File: src/rtl/cfq_pkg.sv
// cfq_pkg: shared sizes, codes and item types of the circular fifo queue
// used by cfq_ram and circular_fifo_queue_top; depends on nothing else

package cfq_pkg;

	// storage geometry
	localparam int DEPTH      = 16;
	localparam int DATA_WIDTH = 32;
	localparam int ADDR_W     = $clog2(DEPTH);
	localparam int CNT_W      = $clog2(DEPTH + 1);

	// field widths
	localparam int MODE_W   = 2;
	localparam int STATUS_W = 2;
	localparam int CAP_W    = 5;

	// capacity after reset
	localparam logic [CAP_W-1:0] CAP_RESET = CAP_W'(DEPTH);

	// request codes
	localparam logic [MODE_W-1:0] MODE_ENQ     = 2'd0;
	localparam logic [MODE_W-1:0] MODE_DEQ     = 2'd1;
	localparam logic [MODE_W-1:0] MODE_INSPECT = 2'd2;

	// status codes
	localparam logic [STATUS_W-1:0] ST_OK    = 2'd0;
	localparam logic [STATUS_W-1:0] ST_FULL  = 2'd1;
	localparam logic [STATUS_W-1:0] ST_EMPTY = 2'd2;
	localparam logic [STATUS_W-1:0] ST_NULL  = 2'd3;

	// request item
	typedef struct packed {
		logic [MODE_W-1:0]     mode;
		logic [DATA_WIDTH-1:0] data_in;
	} cfq_in_t;

	// result item
	typedef struct packed {
		logic [STATUS_W-1:0]   status;
		logic [DATA_WIDTH-1:0] data_out;
		logic [DATA_WIDTH-1:0] front_word;
		logic [DATA_WIDTH-1:0] rear_word;
		logic [CNT_W-1:0]      count;
	} cfq_out_t;

	// entry memory access
	typedef struct packed {
		logic                  we;
		logic [ADDR_W-1:0]     waddr;
		logic [DATA_WIDTH-1:0] wdata;
		logic                  re;
		logic [ADDR_W-1:0]     raddr;
	} cfq_ram_req_t;

endpackage

File: src/rtl/cfq_ram.sv
// cfq_ram: entry memory of the circular fifo queue, one write and one read port
// read data is registered; depends on cfq_pkg

module cfq_ram (
	input  logic                         clk,
	input  cfq_pkg::cfq_ram_req_t        ram_req,
	output logic [cfq_pkg::DATA_WIDTH-1:0] rdata
);
	import cfq_pkg::*;

	logic [DATA_WIDTH-1:0] mem [DEPTH];

	// write port
	always_ff @(posedge clk) begin
		if (ram_req.we) begin
			mem[ram_req.waddr] <= ram_req.wdata;
		end
	end

	// registered read port
	always_ff @(posedge clk) begin
		if (ram_req.re) begin
			rdata <= mem[ram_req.raddr];
		end
	end

endmodule

File: src/rtl/circular_fifo_queue_top.sv
// circular_fifo_queue_top: ring-buffer queue with a programmable capacity
// depends on cfq_pkg and cfq_ram

// Each request item enqueues a word, dequeues the oldest word or only inspects
// the queue, and gives exactly one result item with status, removed word, front
// and rear words and count. Enqueue, inspect, refused and emptying requests load
// the result register directly on acceptance; a dequeue that leaves words behind
// first passes through the read state, because the new front word is fetched from
// the entry memory, whose read port is registered. The result sits in an output
// register; a new request is taken once that register is empty or being taken in
// the same cycle while no front fetch runs. The capacity register may be written
// whenever the queue is idle; zero acts as one and values above 16 act as 16.
// Entries need no clearing after reset, so the block is ready at once.

module circular_fifo_queue_top (
	input  logic                        clk,
	input  logic                        arst_n,
	input  logic                        req_valid,
	output logic                        req_stall,
	input  cfq_pkg::cfq_in_t            req,
	output logic                        rsp_valid,
	input  logic                        rsp_stall,
	output cfq_pkg::cfq_out_t           rsp,
	input  logic                        cfg_we,
	input  logic [cfq_pkg::CAP_W-1:0]   cfg_data
);
	import cfq_pkg::*;

	typedef enum logic [1:0] {
		S_IDLE = 2'b01,
		S_READ = 2'b10
	} state_t;

	// next position, wrapping at the capacity in use
	function automatic logic [ADDR_W-1:0] adv(input logic [ADDR_W-1:0] pos,
		input logic [CNT_W-1:0] cap);
		logic [CNT_W-1:0] nxt;
		nxt = CNT_W'(pos) + CNT_W'(1);
		if (nxt >= cap) begin
			return '0;
		end
		return nxt[ADDR_W-1:0];
	endfunction

	state_t                state_q;
	logic [CAP_W-1:0]      cap_q;
	logic [ADDR_W-1:0]     head_q;
	logic [ADDR_W-1:0]     tail_q;
	logic [CNT_W-1:0]      count_q;
	logic [DATA_WIDTH-1:0] front_q;
	logic [DATA_WIDTH-1:0] rear_q;
	logic                  rsp_valid_q;
	cfq_out_t              rsp_q;

	logic [CNT_W-1:0]      cap_use;
	logic                  acc;
	logic                  rsp_free;
	logic [ADDR_W-1:0]     head_d;
	logic [ADDR_W-1:0]     tail_d;
	logic [CNT_W-1:0]      count_d;
	logic [DATA_WIDTH-1:0] front_d;
	logic [DATA_WIDTH-1:0] rear_d;
	logic [STATUS_W-1:0]   status_d;
	logic [DATA_WIDTH-1:0] removed_d;
	logic                  fetch_d;
	cfq_ram_req_t          ram_req;
	logic [DATA_WIDTH-1:0] ram_rdata;

	cfq_ram u_ram (
		.clk     (clk),
		.ram_req (ram_req),
		.rdata   (ram_rdata)
	);

	// capacity in use, clamped to 1..DEPTH
	always_comb begin
		if (cap_q == '0) begin
			cap_use = CNT_W'(1);
		end else if (CNT_W'(cap_q) > CNT_W'(DEPTH)) begin
			cap_use = CNT_W'(DEPTH);
		end else begin
			cap_use = CNT_W'(cap_q);
		end
	end

	// handshake
	assign rsp_free  = !rsp_valid_q || !rsp_stall;
	assign req_stall = (state_q != S_IDLE) || !rsp_free;
	assign acc       = req_valid && !req_stall;
	assign rsp_valid = rsp_valid_q;
	assign rsp       = rsp_q;

	// request decode and queue update
	always_comb begin
		head_d        = head_q;
		tail_d        = tail_q;
		count_d       = count_q;
		front_d       = front_q;
		rear_d        = rear_q;
		status_d      = ST_OK;
		removed_d     = '0;
		fetch_d       = 1'b0;
		ram_req       = '0;
		ram_req.wdata = req.data_in;
		ram_req.waddr = tail_q;
		case (req.mode)
			MODE_ENQ: begin
				if (req.data_in == '0) begin
					status_d = ST_NULL;
				end else if (count_q >= cap_use) begin
					status_d = ST_FULL;
				end else begin
					ram_req.we = acc;
					tail_d     = adv(tail_q, cap_use);
					count_d    = count_q + CNT_W'(1);
					rear_d     = req.data_in;
					// new word is the front when queue was empty or tail met head
					if (count_q == '0 || tail_q == head_q) begin
						front_d = req.data_in;
					end
				end
			end
			MODE_DEQ: begin
				if (count_q == '0) begin
					status_d = ST_EMPTY;
				end else begin
					removed_d = front_q;
					count_d   = count_q - CNT_W'(1);
					if (count_q == CNT_W'(1)) begin
						// drained: both positions return to entry 0
						head_d  = '0;
						tail_d  = '0;
						front_d = '0;
						rear_d  = '0;
					end else begin
						head_d        = adv(head_q, cap_use);
						fetch_d       = 1'b1;
						ram_req.re    = acc;
						ram_req.raddr = adv(head_q, cap_use);
					end
				end
			end
			default: begin
				// inspect, also for the unused code
				if (count_q == '0) begin
					status_d = ST_EMPTY;
				end
			end
		endcase
	end

	// control state
	always_ff @(posedge clk or negedge arst_n) begin
		if (!arst_n) begin
			state_q     <= S_IDLE;
			cap_q       <= CAP_RESET;
			head_q      <= '0;
			tail_q      <= '0;
			count_q     <= '0;
			front_q     <= '0;
			rear_q      <= '0;
			rsp_valid_q <= 1'b0;
		end else begin
			if (cfg_we) begin
				cap_q <= cfg_data;
			end
			unique case (state_q)
				S_IDLE: begin
					if (acc) begin
						head_q      <= head_d;
						tail_q      <= tail_d;
						count_q     <= count_d;
						front_q     <= front_d;
						rear_q      <= rear_d;
						rsp_valid_q <= !fetch_d;
						if (fetch_d) begin
							state_q <= S_READ;
						end
					end else if (!rsp_stall) begin
						rsp_valid_q <= 1'b0;
					end
				end
				S_READ: begin
					front_q     <= ram_rdata;
					rsp_valid_q <= 1'b1;
					state_q     <= S_IDLE;
				end
				default: begin
					state_q <= S_IDLE;
				end
			endcase
		end
	end

	// result register
	always_ff @(posedge clk) begin
		if (acc) begin
			rsp_q.status     <= status_d;
			rsp_q.data_out   <= removed_d;
			rsp_q.front_word <= front_d;
			rsp_q.rear_word  <= rear_d;
			rsp_q.count      <= count_d;
		end else if (state_q == S_READ) begin
			rsp_q.front_word <= ram_rdata;
		end
	end

	// the read cycle only runs while the result register is empty
	a_read_rsp_free: assert property (@(posedge clk) disable iff (!arst_n)
		(state_q == S_READ) |-> !rsp_valid_q)
		else $error("front fetch while a result is pending");

	// the front fetch always ends in a result
	a_read_delivers: assert property (@(posedge clk) disable iff (!arst_n)
		(state_q == S_READ) |=> (rsp_valid_q && state_q == S_IDLE))
		else $error("front fetch did not produce a result");

	// every accepted item yields a result or a front fetch
	a_accept_result: assert property (@(posedge clk) disable iff (!arst_n)
		(req_valid && !req_stall) |=> (rsp_valid_q || state_q == S_READ))
		else $error("accepted item produced nothing");

	// an empty queue reports no front and no rear word
	a_empty_words: assert property (@(posedge clk) disable iff (!arst_n)
		(rsp_valid_q && rsp_q.count == '0) |->
		(rsp_q.front_word == '0 && rsp_q.rear_word == '0))
		else $error("empty queue shows stored words");

endmodule

File: config.mk
export PLATFORM = sky130hd
export DESIGN_NAME = circular_fifo_queue_top
export DESIGN_NICKNAME = d
export VERILOG_FILES = /design/src/rtl/cfq_pkg.sv /design/src/rtl/cfq_ram.sv /design/src/rtl/circular_fifo_queue_top.sv
export SDC_FILE = /design/constraint.sdc
export NUM_CORES = 1
export LEC_CHECK = 0
export BUFFER_PORTS_ARGS = -buffer_cell sky130_fd_sc_hd__clkbuf_2
export CAP_MARGIN = 20
export CORE_AREA = 2 2 383 347
export CTS_BUF_LIST = sky130_fd_sc_hd__clkbuf_4
export DETAILED_ROUTE_END_ITERATION = 10
export DIE_AREA = 0 0 385 349
export PLACE_DENSITY = 0.41
export SETUP_SLACK_MARGIN = 0.15
export SLEW_MARGIN = 20
export SYNTH_ARGS = -nofsm -noshare
export SYNTH_HDL_FRONTEND = slang
export SYNTH_SLANG_ARGS = --single-unit
File: constraint.sdc
create_clock -name clk -period 7.75 [get_ports clk]
set_clock_uncertainty 0.2 [all_clocks]
set_input_delay 0.775 -clock clk [delete_from_list [all_inputs] [get_ports clk]]
set_output_delay 0.775 -clock clk [all_outputs]
set_load 0.02 [all_outputs]
* After elaboration in Yosys (flattened, before gate mapping)
Memory sizes are Yosys's and may differ from the RTL's. A register that Yosys moved wholly into a read port is not among the register bits.
Index checks and enable logic that the tools add are counted.
** Word-level totals
- Bits in registers :: 188
- Memory bits (writable) :: 512
- Bits of input ports :: 44
- Output and inout bits :: 105
- Word-level logic and storage cells :: 120
- Memories :: 1
** Operators by class
- Add/sub/neg operators :: 4
- Order comparisons :: 4
- Equality and inequality tests :: 13
- Muxes and demuxes :: 60
- Bitwise operators :: 2
- Reduce and logical (&&, ||, !) cells :: 23
** Memory list
- u_ram.mem :: words 16, bits a word 32, rd ports 1, clocked after memory_dff 1, write ports 1, RTL line cfq_ram.sv:11 : logic [DATA_WIDTH-1:0] mem [DEPTH];
** Operators with widths (count)
- 32-bit two-way mux :: 12
- 32-bit one-hot mux with 2 select lines :: 3
- 5-bit two-way mux :: 8
- 4-bit two-way mux :: 9
- 32-bit logical NOT :: 1
- 1-bit two-way mux :: 19
- 5-bit greater-or-equal comparator :: 3
- 2-bit two-way mux :: 6
- 2-bit inequality test, second input constant :: 6
- 4-bit by 1-bit adder with 5-bit output, second input constant :: 2
- 5-bit logical NOT :: 2
- 5-bit one-hot mux with 2 select lines :: 1
- 4-bit one-hot mux with 2 select lines :: 1
- 2-bit AND reduction :: 4
- 7-bit AND reduction :: 1
- 2-bit nonzero test :: 3
- 5-bit by 1-bit adder with 5-bit output, second input constant :: 1
- 5-bit by 1-bit == test with 1-bit output, second input constant :: 1
- 5-bit > comparator, second input constant :: 1
- 1-bit logical NOT :: 5
- 5-bit by 1-bit subtractor with 5-bit output, second input constant :: 1
- 2-bit by 1-bit == test with 1-bit output, second input constant :: 2
- 4-bit == test :: 1
- 4-bit AND reduction :: 1
- 9 further kinds :: 12

* Logic depth before layout (Yosys ltp)
- Depth after elaboration :: 12
- Gate-level depth with buffers :: 12
- Depth with buffers taken out :: 9

* By module
From an unflattened synthesis, not the netlist that was laid out.
** Unflattened totals
- Cells, all modules :: 1540
- Area, all modules :: 28727.6 µm²
** Modules (own cells, without submodules)
- cfq_ram :: times used 1, cells each 838, area an instance 20155.6 µm², seq. area each 16335.7 µm²
- circular_fifo_queue_top :: times used 1, cells each 702, area an instance 8572.0 µm², seq. area each 5222.5 µm²

* Least setup slack after synthesis
Ideal clock, no wire load.
- Path type :: flip-flop to flip-flop
- Start :: register cap_q[1]
- End :: memory u_ram.mem[1][0] (enable)
- Library setup time :: 502 ps
- Data arrival time :: 5230 ps
- Required time :: 7048 ps
- Path slack :: 1817 ps
- Cell stages (with the launch flop) :: 12
- Path buffers :: 2
- Clock period less this slack :: 5933 ps
- Cells stage by stage :: dfrtp_1 > nor3_1 > nor2_1 > nor2_1 > ha_1 > nor3b_1 > o21ai_1 > and2_0 > clkbuf_1 > nor2_1 > buf_2 > nor4bb_1
** On the way
- Longest elaborated chain between the ends :: 9
- Elaborated cells between the ends (all ways) :: 10
- Classes of those cells :: order compare: 2; mux: 7; reduce/logical: 1
** RTL lines
- start, declared :: RTL line circular_fifo_queue_top.sv:46 : logic [CAP_W-1:0] cap_q;
- start signal, assigned :: RTL line circular_fifo_queue_top.sv:165 : cap_q <= cfg_data;
- 5-bit > comparator :: RTL line circular_fifo_queue_top.sv:79 : end else if (CNT_W'(cap_q) > CNT_W'(DEPTH)) begin
- 5-bit two-way mux :: RTL line circular_fifo_queue_top.sv:79
- 5-bit two-way mux * :: RTL line circular_fifo_queue_top.sv:77 : if (cap_q == '0) begin
- 5-bit greater-or-equal comparator * :: RTL line circular_fifo_queue_top.sv:110 : end else if (count_q >= cap_use) begin
- 1-bit two-way mux * :: RTL line circular_fifo_queue_top.sv:110
- 1-bit two-way mux * :: RTL line circular_fifo_queue_top.sv:108 : if (req.data_in == '0) begin
- 1-bit two-way mux * :: RTL line circular_fifo_queue_top.sv:106 : case (req.mode)
- 1-bit two-way mux * :: RTL line cfq_ram.sv:15 : if (ram_req.we) begin
- 1-bit two-way mux (implied by the code) * :: RTL line cfq_ram.sv:16 : mem[ram_req.waddr] <= ram_req.wdata;
- end, declared :: RTL line cfq_ram.sv:11
Every way passes the cells marked *; elsewhere a longest branch is shown, timed or not.

* Worst setup path in the final report
- Start :: register cap_q[2]
- End :: memory u_ram.mem[1][6] (enable)
The elaborated chain is that of the path after synthesis.

==> results.tsv <==
metric	value	unit
ANT nets after route	0	
Mapped Cells	1997	
Final nets	2373	
most common cell after layout, fill and taps aside	edfxtp_1	
IO Count	149	
Compound-Gate Fraction of Synth Area	11.9	%
Hold Path End	count_q[3]	
Worst-Skew Late Latency	1080	ps
Crit path top cell by count	nor2_1	
synth top area cells	edfxtp_1 65%, dfrtp_1 6.9%, mux2i_1 4.2%	
met2 Use GR	23.4	%
Logic pwr share	32.6	%
top cell type's share of synthesized area	65.0	%
layout cell share with drive strength beyond 1	25.8	%
Mapped Area	29900	um2
clock root buffer	clkbuf_4	
maxcap violations	0	
drt wl/cell	25.0	um
post-synth cell types	66	
cell-internal power	8.04	mW
drt drc	0	
WS Path Type	register to register	
largest family of logic cells by synthesized area	compound AO/OA/AOI/OAI gates	
EDFF count, synth	647	
CP max FO	20	
Slew @ Worst Pin	1240	ps
status	completed	
P per Cell Area	353	nW/um2
leakage power figure	12.6	nW
Worst EP required	8280	ps
DP Wirelength	66000	um
cell taking the most area after synthesis	edfxtp_1	
R2R Path Start	cap_q[2]	
Synth Register Bits	732	
pin count of the biggest net entering global routing	76	
Tot GR Track Use	15.4	%
setup ws final	3200	ps
Fin. Hold Viols	0	
reg2reg setup slack	3200	ps
Starting Density	22.9	%
RSZ-0062 raised after global routing	no	
Num CTS Buffers	201	
startpoint types	register	
# rows	126	
cells along the critical path	nor3_1, nor2_1, nor2_1, ha_1, nor3b_1, o21ai_1, and2_0, nor2_4, nor4bb_4, buf_4	
Placer Congestion	0.789	
Primary FF master, synth	edfxtp_1	
Synth Area in Simple Gates	6.85	%
met3 Track Usage GR	3.29	%
Place WS	3190	ps
die height	349	um
IO buf count	148	
mean post-synth cell area	15.0	um2
worst-case reg-to-reg path depth	10	
P&R area growth vs syn	20.8	%
vias per std cell	4.72	
Clock Tree Buf Depth	3	
syn_nets	2064	
Net Sw Frac	36.9	%
asr flop ratio synth	11.6	%
worst r2r dst	u_ram.mem[1][6]	
WHS Path Cells	4	
VDD IR max	0.202	mV
nature of the critical path endpoint	register	
yosys warns	0	
total core area	130000	um2
mux cell area share after synthesis	5.61	%
vias in the first global route	19700	
grt met1 use	21.7	%
CTS sink cnt	732	
critical path's largest stage delay	870	ps
most frequent cells in the layout	647 x edfxtp_1, 308 x clkbuf_4, 175 x o21ai_0, 152 x nand2_1, 147 x clkbuf_2	
Peak Freq	220	MHz
final setup fails	0	
clock period minus worst slack	4550	ps
max_slew headroom	16.7	%
global-route wire length before repair	148000	um
clk slew on worst S/H paths	60	ps
Synth Area in Adders	0.963	%
sw power	4.69	mW
WHS	147	ps
fin util	27.7	%
Synth Area in XOR/XNOR	0.322	%
CTS HTree Levels	4	
period utilization	58.8	%
WP data arrival	5080	ps
Congestion Overflow GR	0	
clock share of power	28.5	%
post-CTS sizing	0	
sequential share of power	38.9	%
Crit-path slowest cell	nor4bb_4	
initial antenna violation count	9	
hold path startpoint	req_valid	
full die area	134000	um2
via count	19900	
Slew Limit Fails	0	
Detailed Route WL	105000	um
CTS tree	yes	
post-synthesis sequential area ratio	72.1	%
gr busiest metal	met2	
post-route setup TNS	0	ps
Die Wd	385	um
initial DRC count	1867	
HP Class	input port to register	
iteration count of the initial detailed-routing pass	5	
-- critical path, delay by kind of cell (launching register included) --
family                     cells  cell delay [ps]
DFF                            1              410
and+or+nand+nor                7             2570
adders and majority gates      1              290
AOI/OAI and AO/OA              1              300
buffers and inverters          1              430
-- sequential cells by signal (all words and copies together), names as in the netlist --
signal,flops
rear_q,32
front_q,32
rsp,103
u_ram.mem,512
cap_q,5
rsp_valid,1
count_q,5
u_ram.rdata,32
head_q,4
state_q,2
tail_q,4
-- through the flow --
stage               power (mW)  instances  cell area, um2
floorplan                 7.32       1997           29900
detailed placement        9.17       3794           33000
global placement          9.09       3789           32900
finish                    12.7       4206           36100
CTS                       12.9       4196           36000
global route              13.4       4203           36100
-- synthesized netlist by cell type (11+ instances only) --
cell and number:
a211oi_1 67, a21oi_1 13, a221o_1 63, a22o_1 32, a22oi_1 33, and3_1 39
buf_2 23, clkbuf_1 113, dfrtp_1 83, edfxtp_1 647, ha_1 23, mux2_2 37
mux2i_1 126, nand2_1 153, nand3_1 99, nor2_1 50, o2111ai_1 30, o211ai_1 11
o21ai_0 177, o32ai_1 32
-- what timing repair did --
item | 4_1_cts | 5_1_grt
hold endpoints to repair | 394 | 0
setup buffers | 0 | 0
hold buffers | 36 | 0
-- how the worst max path moves through the flow --
stage,startpoint,endpoint,slack [ps],cells past startpoint
after floorplan,cap_q[1],u_ram.mem[1][0],1820,11
after CTS,cap_q[2],u_ram.mem[1][7],3200,10
after global routing,cap_q[2],u_ram.mem[1][13],2980,10
after detailed placement,cap_q[1],u_ram.mem[1][8],3190,10
after global placement,req[32],u_ram.rdata[16],3010,7
final,cap_q[2],u_ram.mem[1][6],3200,10
-- logic make-up (layout without fill, tap and decap cells) --
kind of cell,Yosys count,in the layout
compound gates,496,496
buf+inv,163,635
mux,163,163
fa+ha+maj,23,23
flops,732,732
simple gates,409,409
xor+xnor,11,11
other cells,0,9
-- power groups by stage --
| stage | Sequential [mW] | Combinational [mW] | Clock [mW] |
|---|---|---|---|
| 6_report | 4.95 | 4.15 | 3.63 |
| 5_1_grt | 4.98 | 4.42 | 3.95 |
| 4_1_cts | 4.94 | 4.18 | 3.73 |
| 3_5_place_dp | 5.02 | 4.14 | 0 |
| 3_3_place_gp | 5.02 | 4.08 | 0 |
| 2_1_floorplan | 5.05 | 2.27 | 0 |
-- metal layers --
metal,share of wire [%],wire length [um]
met5,0,0
met4,2.0,2080
met3,6.0,6330
met2,45,47600
met1,47,49300
-- layout make-up --
cell class	count	area (um2)
well taps	1728	2160
flip-flops and latches	732	21600
clock buffers	308	2310
fillers	13300	94300
clock inverters	58	363
inverters	12	47.5
diodes	9	22.5
repair buffers	257	1760
multi-input cells	1102	7860
Note: power is estimated with default switching activity, not from simulation.
